===== src/hw/rtl/wpm_pkg.sv =====
`default_nettype none
package wpm_pkg;

    localparam int PAT_MAX     = 64;
    localparam int ROW_W       = PAT_MAX + 1;
    localparam int LEN_W       = $clog2(PAT_MAX + 1);
    localparam int IDX_W       = (PAT_MAX > 1) ? $clog2(PAT_MAX) : 1;
    localparam int QUEUE_DEPTH = 4;
    localparam int QPTR_W      = $clog2(QUEUE_DEPTH);
    localparam int QCNT_W      = $clog2(QUEUE_DEPTH + 1);

    localparam logic [7:0] SYM_STAR = 8'd42;
    localparam logic [7:0] SYM_ANY  = 8'd63;

    localparam logic [1:0] MODE_CLEAR  = 2'd0;
    localparam logic [1:0] MODE_APPEND = 2'd1;
    localparam logic [1:0] MODE_TEXT   = 2'd2;

    typedef enum logic [1:0] {
        OP_CLEAR,
        OP_APPEND,
        OP_TEXT,
        OP_NOP
    } op_t;

    typedef struct packed {
        logic [1:0] mode;
        logic [7:0] symbol;
    } in_word_t;

    typedef struct packed {
        logic match;
        logic rejected;
    } out_word_t;

    typedef struct packed {
        op_t        op;
        logic [7:0] symbol;
        logic       is_star;
        logic       is_any;
    } q_item_t;

    typedef struct packed {
        logic    push;
        q_item_t item;
    } q_wr_t;

    typedef struct packed {
        logic    valid;
        q_item_t item;
    } q_rd_t;

endpackage
`default_nettype wire


===== src/hw/rtl/wpm_front.sv =====
`default_nettype none
module wpm_front
    import wpm_pkg::*;
(
    input  wire logic     item_valid,
    output logic          item_stall,
    input  wire in_word_t item,
    input  wire logic     q_full,
    output q_wr_t         q_wr
);

    op_t op;

    always_comb
    begin
        unique case (item.mode)
            MODE_CLEAR:  op = OP_CLEAR;
            MODE_APPEND: op = OP_APPEND;
            MODE_TEXT:   op = OP_TEXT;
            default:     op = OP_NOP;
        endcase
    end

    assign item_stall           = q_full;
    assign q_wr.push            = item_valid && !q_full;
    assign q_wr.item.op         = op;
    assign q_wr.item.symbol     = item.symbol;
    assign q_wr.item.is_star    = (item.symbol == SYM_STAR);
    assign q_wr.item.is_any     = (item.symbol == SYM_ANY);

endmodule
`default_nettype wire


===== src/hw/rtl/wpm_queue.sv =====
`default_nettype none
module wpm_queue
    import wpm_pkg::*;
(
    input  wire logic  clk,
    input  wire logic  rst_n,
    input  wire q_wr_t q_wr,
    output logic       q_full,
    input  wire logic  q_pop,
    output q_rd_t      q_rd
);

    q_item_t             entry_reg [QUEUE_DEPTH];
    logic [QPTR_W-1:0]   wr_ptr_reg, wr_ptr_next;
    logic [QPTR_W-1:0]   rd_ptr_reg, rd_ptr_next;
    logic [QCNT_W-1:0]   count_reg, count_next;
    logic                do_pop;

    assign q_full       = (count_reg == QCNT_W'(QUEUE_DEPTH));
    assign q_rd.valid   = (count_reg != '0);
    assign q_rd.item    = entry_reg[rd_ptr_reg];
    assign do_pop       = q_pop && q_rd.valid;

    always_comb
    begin
        wr_ptr_next = q_wr.push ? QPTR_W'(wr_ptr_reg + 1'b1) : wr_ptr_reg;
        rd_ptr_next = do_pop ? QPTR_W'(rd_ptr_reg + 1'b1) : rd_ptr_reg;
        count_next  = count_reg;
        if (q_wr.push && !do_pop)
        begin
            count_next = QCNT_W'(count_reg + 1'b1);
        end
        else if (!q_wr.push && do_pop)
        begin
            count_next = QCNT_W'(count_reg - 1'b1);
        end
    end

    always_ff @(posedge clk or negedge rst_n)
    begin
        if (!rst_n)
        begin
            wr_ptr_reg <= '0;
            rd_ptr_reg <= '0;
            count_reg  <= '0;
        end
        else
        begin
            wr_ptr_reg <= wr_ptr_next;
            rd_ptr_reg <= rd_ptr_next;
            count_reg  <= count_next;
        end
    end

    always_ff @(posedge clk)
    begin
        if (q_wr.push)
        begin
            entry_reg[wr_ptr_reg] <= q_wr.item;
        end
    end

endmodule
`default_nettype wire


===== src/hw/rtl/wpm_back.sv =====
`default_nettype none
module wpm_back
    import wpm_pkg::*;
(
    input  wire logic  clk,
    input  wire logic  rst_n,
    input  wire q_rd_t q_rd,
    output logic       q_pop,
    output logic       result_valid,
    input  wire logic  result_stall,
    output out_word_t  result
);

    logic [7:0]       sym_reg  [PAT_MAX];
    logic             star_reg [PAT_MAX];
    logic             any_reg  [PAT_MAX];

    logic [LEN_W-1:0] len_reg, len_next, len_inc;
    logic [ROW_W-1:0] row_reg, row_next;
    logic             text_reg, text_next;
    logic             allstar_reg, allstar_next;
    logic             out_valid_reg, out_valid_next;
    out_word_t        out_reg, out_next;

    logic [ROW_W-1:0] gen, prop, add_a, add_b, add_s, carry, text_row;
    logic             do_write;

    assign q_pop   = q_rd.valid && (!out_valid_reg || !result_stall);
    assign len_inc = LEN_W'(len_reg + 1'b1);

    always_comb
    begin
        gen     = '0;
        prop    = '0;
        for (int j = 1; j <= PAT_MAX; j++)
        begin
            if (LEN_W'(j) <= len_reg)
            begin
                prop[j] = star_reg[j-1];
                if (star_reg[j-1])
                begin
                    gen[j] = row_reg[j];
                end
                else
                begin
                    gen[j] = row_reg[j-1] && (any_reg[j-1] || (sym_reg[j-1] == q_rd.item.symbol));
                end
            end
        end
        add_a    = gen | prop;
        add_b    = gen;
        add_s    = ROW_W'(add_a + add_b);
        carry    = add_s ^ add_a ^ add_b;
        text_row = gen | (prop & carry);
    end

    always_comb
    begin
        len_next          = len_reg;
        row_next          = row_reg;
        text_next         = text_reg;
        allstar_next      = allstar_reg;
        do_write          = 1'b0;
        out_next.rejected = 1'b0;
        unique case (q_rd.item.op)
            OP_CLEAR:
            begin
                len_next     = '0;
                row_next     = ROW_W'(1);
                text_next    = 1'b0;
                allstar_next = 1'b1;
            end
            OP_APPEND:
            begin
                if (text_reg || (len_reg >= LEN_W'(PAT_MAX)))
                begin
                    out_next.rejected = 1'b1;
                end
                else
                begin
                    do_write          = 1'b1;
                    allstar_next      = allstar_reg && q_rd.item.is_star;
                    len_next          = len_inc;
                    row_next[len_inc] = allstar_next;
                end
            end
            OP_TEXT:
            begin
                text_next = 1'b1;
                row_next  = text_row;
            end
            default:
            begin
            end
        endcase
        out_next.match = row_next[len_next];
        out_valid_next = q_pop ? 1'b1 : (out_valid_reg && result_stall);
    end

    always_ff @(posedge clk or negedge rst_n)
    begin
        if (!rst_n)
        begin
            len_reg       <= '0;
            row_reg       <= ROW_W'(1);
            text_reg      <= 1'b0;
            allstar_reg   <= 1'b1;
            out_valid_reg <= 1'b0;
        end
        else
        begin
            out_valid_reg <= out_valid_next;
            if (q_pop)
            begin
                len_reg     <= len_next;
                row_reg     <= row_next;
                text_reg    <= text_next;
                allstar_reg <= allstar_next;
            end
        end
    end

    always_ff @(posedge clk)
    begin
        if (q_pop)
        begin
            out_reg <= out_next;
        end
        if (q_pop && do_write)
        begin
            sym_reg[len_reg[IDX_W-1:0]]  <= q_rd.item.symbol;
            star_reg[len_reg[IDX_W-1:0]] <= q_rd.item.is_star;
            any_reg[len_reg[IDX_W-1:0]]  <= q_rd.item.is_any;
        end
    end

    assign result_valid = out_valid_reg;
    assign result       = out_reg;

endmodule
`default_nettype wire


===== src/hw/rtl/wildcard_pattern_match_core.sv =====
`default_nettype none
// Streaming wildcard matcher: clear, append pattern bytes ('*' any run, '?' any one byte),
// then stream text bytes; every word returns one result word with match (text so far
// matches the whole pattern) and rejected (pattern byte dropped because the store is full
// or text has started). One word per cycle is sustained while result_stall is low: the front
// decodes into a four-entry queue, and the back updates all pattern positions of the match
// row at once through a row-wide carry chain that carries star runs, then holds the result
// in an output register that drives result_valid.
module wildcard_pattern_match_core
    import wpm_pkg::*;
(
    input  wire logic     clk,
    input  wire logic     rst_n,
    input  wire logic     item_valid,
    output logic          item_stall,
    input  wire in_word_t item,
    output logic          result_valid,
    input  wire logic     result_stall,
    output out_word_t     result
);

    q_wr_t q_wr;
    q_rd_t q_rd;
    logic  q_full;
    logic  q_pop;

    wpm_front u_front (
        .item_valid (item_valid),
        .item_stall (item_stall),
        .item       (item),
        .q_full     (q_full),
        .q_wr       (q_wr)
    );

    wpm_queue u_queue (
        .clk    (clk),
        .rst_n  (rst_n),
        .q_wr   (q_wr),
        .q_full (q_full),
        .q_pop  (q_pop),
        .q_rd   (q_rd)
    );

    wpm_back u_back (
        .clk          (clk),
        .rst_n        (rst_n),
        .q_rd         (q_rd),
        .q_pop        (q_pop),
        .result_valid (result_valid),
        .result_stall (result_stall),
        .result       (result)
    );

`ifndef SYNTHESIS
    a_pop_gives_result: assert property (@(posedge clk) disable iff (!rst_n)
        q_pop |=> result_valid)
        else $error("popped word produced no result");

    a_clear_result: assert property (@(posedge clk) disable iff (!rst_n)
        (q_pop && (q_rd.item.op == OP_CLEAR)) |=> (result.match && !result.rejected))
        else $error("clear word did not report an empty match");

    a_full_holds: assert property (@(posedge clk) disable iff (!rst_n)
        (item_stall && !q_pop) |=> item_stall)
        else $error("queue left full state without a pop");
`endif

endmodule
`default_nettype wire

===== config.mk =====
export PLATFORM = sky130hd
export DESIGN_NAME = wildcard_pattern_match_core
export DESIGN_NICKNAME = d
export VERILOG_FILES = /design/src/hw/rtl/wpm_pkg.sv /design/src/hw/rtl/wpm_front.sv /design/src/hw/rtl/wpm_queue.sv /design/src/hw/rtl/wpm_back.sv /design/src/hw/rtl/wildcard_pattern_match_core.sv
export SDC_FILE = /design/constraint.sdc
export NUM_CORES = 1
export LEC_CHECK = 0
export ABC_CLOCK_PERIOD_IN_PS = 6000
export BUFFER_PORTS_ARGS = -buffer_cell sky130_fd_sc_hd__buf_2
export CELL_PAD_IN_SITES_DETAIL_PLACEMENT = 0
export CELL_PAD_IN_SITES_GLOBAL_PLACEMENT = 2
export CORE_MARGIN = 5
export CORE_UTILIZATION = 40
export DETAILED_ROUTE_END_ITERATION = 8
export PLACE_DENSITY = 0.83
export SETUP_SLACK_MARGIN = 0.02
export SYNTH_ARGS = -nofsm -noshare
export SYNTH_HDL_FRONTEND = slang
export SYNTH_SLANG_ARGS = --single-unit

===== constraint.sdc =====
create_clock -name clk -period 6 [get_ports clk]
set_input_delay 0.3 -clock clk [delete_from_list [all_inputs] [get_ports clk]]
set_output_delay 0.3 -clock clk [all_outputs]
set_load 0.005 [all_outputs]

# Word level (Yosys, flattened, before mapping)
# Memory sizes are Yosys's and may differ from the RTL's.
# Index checks and enable logic that the tools add are counted.
# totals
reg_bits	84
latch_bits	0
mem_bits_rw	688
rom_bits	0
in_bits	14
out_inout_bits	4
mem_count	4
# classes
add_sub_neg	6
multipliers	0
div	0
magnitude_cmp	68
eq_ne	72
shifts	0
muxes	215
n_bitwise	5
n_reduce_logical	152
# mem_list
memory	depth	width	rd	rd_clocked_by_memory_dff	write_ports	line	text
u_back.sym_reg	64	8	64	0	1	wpm_back.sv:14	logic [7:0] sym_reg [PAT_MAX];
u_back.any_reg	64	1	64	0	1	wpm_back.sv:16	logic any_reg [PAT_MAX];
u_back.star_reg	64	1	64	0	1	wpm_back.sv:15	logic star_reg [PAT_MAX];
u_queue.entry_reg	4	12	1	0	1	wpm_queue.sv:13	q_item_t entry_reg [QUEUE_DEPTH];
# ops
operator	n
== test 8 bit	64
<= comparator 6 x 7 -> 1 bit (first input constant)	32
two-way mux 1 bit	203
case mux 65 bit (3 select lines)	1
bitwise OR 65 bit	2
bitwise XOR 65 bit	2
<= comparator 5 x 7 -> 1 bit (first input constant)	16
logical AND 1 bit	73
logical OR 1 bit	66
adder 65 bit	1
AND 65 bit	1
bitwise mux 65 bit	1
two-way mux 65 bit	1
<= comparator 4 x 7 -> 1 bit (first input constant)	8
<= comparator 3 x 7 -> 1 bit (first input constant)	4
== test 8 x 6 -> 1 bit (second input constant)	2
< comparator 7 x 8 -> 1 bit (second input constant)	2
<= comparator 2 x 7 -> 1 bit (first input constant)	2
case mux 7 bit (2 select lines)	1
adder 7 x 1 -> 7 bit (second input constant)	1
binary-select mux 1 bit (select 7 bit)	1
demux 1 bit (select 7 bit)	1
>= comparator 7 x 1 -> 1 bit (second input constant)	1
>= comparator 7 bit (second input constant)	1
19 further kinds	31

# Logic depth before layout (Yosys ltp)
# An unclocked memory read counts as a cell.
# logic_depth
depth_word	15
depth_mapped	23
ltp_nobuf	19

# Hierarchy
# Synthesis repeated with hierarchy kept, for this count alone.
# hier_totals
hier_cells	3553
area_unflattened_um2	40492.6
# by_module_without_submodules
mod	instances	cells_each	area_per_inst_um2	seq_area_each_um2
wpm_back	1	3438	38210.4	21157.8
wpm_queue	1	97	2160.8	1616.6
wpm_front	1	18	121.4	0.0

# Least setup slack after synthesis
# Ideal clock, no wire load.
# synth_path
path_type	register -> register
startpoint	register u_queue.rd_ptr_reg[0]
endpoint	register u_back.out_reg, in the netlist u_back.result[1] (data pin)
arrival_ps	5289
path_slack_ps	541
path_stages_with_launch	18
path_buffers	5
synth_period_minus_slack_ps	5459
path_cell_list	dfrtp_1 buf_6 mux4_2 buf_2 buf_2 buf_2 buf_1 xnor2_1 nand4_1 o31ai_1 a21oi_1 o211a_1 a21boi_2 o211ai_2 a221oi_1 or4_1 mux2_2 o32ai_2
# synth_rtl
item	line	text
start, declared	wpm_queue.sv:15	logic [QPTR_W-1:0] rd_ptr_reg, rd_ptr_next;
start signal, assigned	wpm_queue.sv:50	rd_ptr_reg <= rd_ptr_next;
end signal, assigned	wpm_back.sv:127	out_reg <= out_next;
end, declared	wpm_back.sv:23	out_word_t out_reg, out_next;

==> impl_metrics.env <==
export IMPL_rrSetupSlack_ns=0.22
export IMPL_yosys_warnings=0
export IMPL_switching_share_pct=40.65
export IMPL_multi_input_area_um2=17780
export IMPL_final_common_cell="edfxtp_1"
export IMPL_start_util_pct=40.20
export IMPL_drive_above_1_share_pct=14.33
export IMPL_syn2layout_area_growth_pct=16.12
export IMPL_yosysUniqueCellTypes=110
export IMPL_largest_reg_flops=512
export IMPL_rsz0062_at_grt="false"
export IMPL_fmax_mhz=173.1
export IMPL_crit_arrival_ns=6.28
export IMPL_end_kind="flop"
export IMPL_final_hold_viol_count=0
export IMPL_async_flop_share_pct=10.62
export IMPL_regArea_um2=22780
export IMPL_seqPwrFrac_pct=33.4
export IMPL_path_clk_slew_ns=0.07
export IMPL_dieHeight_um=332.1
export IMPL_relSlewSlack_pct=18.13
export IMPL_cts_buffers=87
export IMPL_fillers=9463
export IMPL_die_x_um=332.1
export IMPL_grt_pass1_vias=31070
export IMPL_cts_sinks=772
export IMPL_cp_start_kind="flop"
export IMPL_most_common_layout_cells="edfxtp_1 (690), nand2_1 (423), xnor2_1 (395)"
export IMPL_synth_edff_count=690
export IMPL_ir_drop_mv=0.4264
export IMPL_ant_nets=0
export IMPL_p_leak_uw=0.01615
export IMPL_power_share_clock_pct=24.3
export IMPL_worstPathMaxFanout=11
export IMPL_row_count=118
export IMPL_cts_htree_levels=3
export IMPL_place_congestion=1.021
export IMPL_drtIter0Drc=4158
export IMPL_grt_overflow=0
export IMPL_grt_pass1_wl_um=229400
export IMPL_syn_num_nets=3757
export IMPL_firstDrtPassIters=6
export IMPL_synthesis_area_um2=41490
export IMPL_ys_ff_latch=772
export IMPL_synth_top_flop_cell="edfxtp_1"
export IMPL_cts_tree="done"
export IMPL_power_internal_uw=12890
export IMPL_syn_inst=3732
export IMPL_power_switching_uw=8825
export IMPL_hold_ws_ns=0.1395
export IMPL_tightestPinTransition_ns=1.228
export IMPL_final_min_clock_period_ns=5.776
export IMPL_syn_avg_cell_area_um2=11.12
export IMPL_setup_viol=0
export IMPL_total_power_uw=21710
export IMPL_fin_crit_sh_pct=96.27
export IMPL_final_util_pct=46.68
export IMPL_setup_tns_final_ns=0
export IMPL_power_density_nw_per_um2=450.7
export IMPL_wl_per_cell_um=29.53
export IMPL_place_inst=5265
export IMPL_numPortBuffers=17
export IMPL_core_area_um2=103200
export IMPL_grt_max_degree=67
export IMPL_grt_usage_pct=28.30
export IMPL_clockBufferDepth=3
export IMPL_route_detailed_drc=0
export IMPL_nNetsFinal=4013
export IMPL_status="completed"
export IMPL_antenna_found_initial=5
export IMPL_slew_viol_final=0
export IMPL_wirelength_um=160700
export IMPL_final_cells=5443
export IMPL_io_pins=18
export IMPL_skew_ns=0.02810
export IMPL_power_frac_comb_pct=42.3
export IMPL_dieArea_um2=110300
export IMPL_vias=32490
export IMPL_critical_path_required_ns=6.51
export IMPL_hp_class="in -> reg"
export IMPL_clock_root_buffer="clkbuf_16"
export IMPL_dpl_hpwl_um=117400
export IMPL_seq_area_frac_synth_pct=54.89
export IMPL_cap_violations=0
export IMPL_worstSkewPairLatency_ns=0.69
export IMPL_crit_type="reg -> reg"
export IMPL_viasPerCell=5.970
[routing by layer]
layer	routed length, µm	vias up	track usage, %
li1	-	14370	-
met5	27	-	0
met2	68110	1534	41.51
met1	71290	16260	41.08
met3	14230	333	6.185
met4	7050	4	11.00
[cell type report]
class / count / area share [%]
inverter: 54 / 0.4207
multi-input combinational: 2722 / 36.90
timing repair buffer: 351 / 5.942
clock buffer: 114 / 4.857
clock inverter: 47 / 0.9947
tap: 1380 / 3.584
sequential: 772 / 47.28
antenna: 3 / 0.01558
[power by group through the flow]
stage / logic, µW / clock network [µW] / registers (µW)
floorplan: 5390 / 0 / 7150
global placement: 9000 / 0 / 7350
detailed placement: 9050 / 0 / 7360
CTS: 9090 / 5360 / 7250
global route: 9670 / 5600 / 7260
finish: 9180 / 5290 / 7250
[repair_timing]
action | 4_1_cts | 5_1_grt
hold endpoints to repair | 84 | 0
hold buffers | 12 | 0
pin swaps | 0 | 1
buffers inserted | 0 | 2
setup endpoints to repair | 1 | 1
resized for setup | 1 | 10
[kinds of logic (layout without fill, tap and decap cells)]
kind of cell / Yosys count / after routing / synth area share [%]
buffers and inverters: 238 / 566 / 2.633
xor gates and xnor gates: 561 / 561 / 11.84
adders and majority gates: 11 / 11 / 0.3498
muxes: 85 / 85 / 2.630
and+or+nand+nor: 1229 / 1229 / 14.14
other: 0 / 3 / 0
DFF: 772 / 772 / 54.89
AOI/OAI and AO/OA: 836 / 836 / 13.51
[cells in the mapped netlist (all sizes together) (64+ instances only)]
cell	count	area (µm²)
nor3	76	380.4
nand2	423	1588
nand3	112	565.5
mux2i	64	730.7
xnor2	395	3460
o21ai	222	1115
clkbuf	96	360.4
a21oi	172	860.8
edfxtp	690	20720
dfrtp	80	2002
xor2	166	1454
buf	88	529.3
nor2	284	1066
[critical path: stages (launching register included)]
cell and delay [ns]:
dfrtp_1 0.67, buf_4 0.29, nand3_1 0.24, o21ai_0 0.68, nand3b_1 0.38, nor3_1 0.24, buf_4 0.18, nand4_1 0.24
or3_1 0.46, nor2_1 0.31, o311ai_1 0.17, buf_4 0.23, a21oi_1 0.15, a21oi_1 0.09, o31ai_1 0.42, o221ai_1 0.21
a211oi_1 0.27, a22oi_1 0.21, o32ai_2 0.15
[final timing paths]
| path | from | endpoint | depth (start not counted) |
|---|---|---|---|
| max | u_back.len_reg[2] | u_back.result[1] | 18 |
| min | item_valid | u_queue.wr_ptr_reg[0] | 3 |
| max reg2reg | u_back.len_reg[2] | u_back.result[1] | 18 |
| min reg2reg | u_queue.count_reg[2] | u_queue.count_reg[2] | 1 |
| max in group asynchronous | rst_n | u_back.row_reg[36] | 3 |
| min in group asynchronous | rst_n | u_back.result_valid | 2 |
[through the flow]
| step | worst slack, ns | cell area, µm² |
|---|---|---|
| floorplan | 0.5412 | 41490 |
| global placement | 0.1145 | 45160 |
| detailed placement | 0.04908 | 45160 |
| CTS | 0.1026 | 48100 |
| global route | 0.04453 | 48170 |
| finish | 0.2239 | 48180 |
Power figures use the tool's default switching activity.
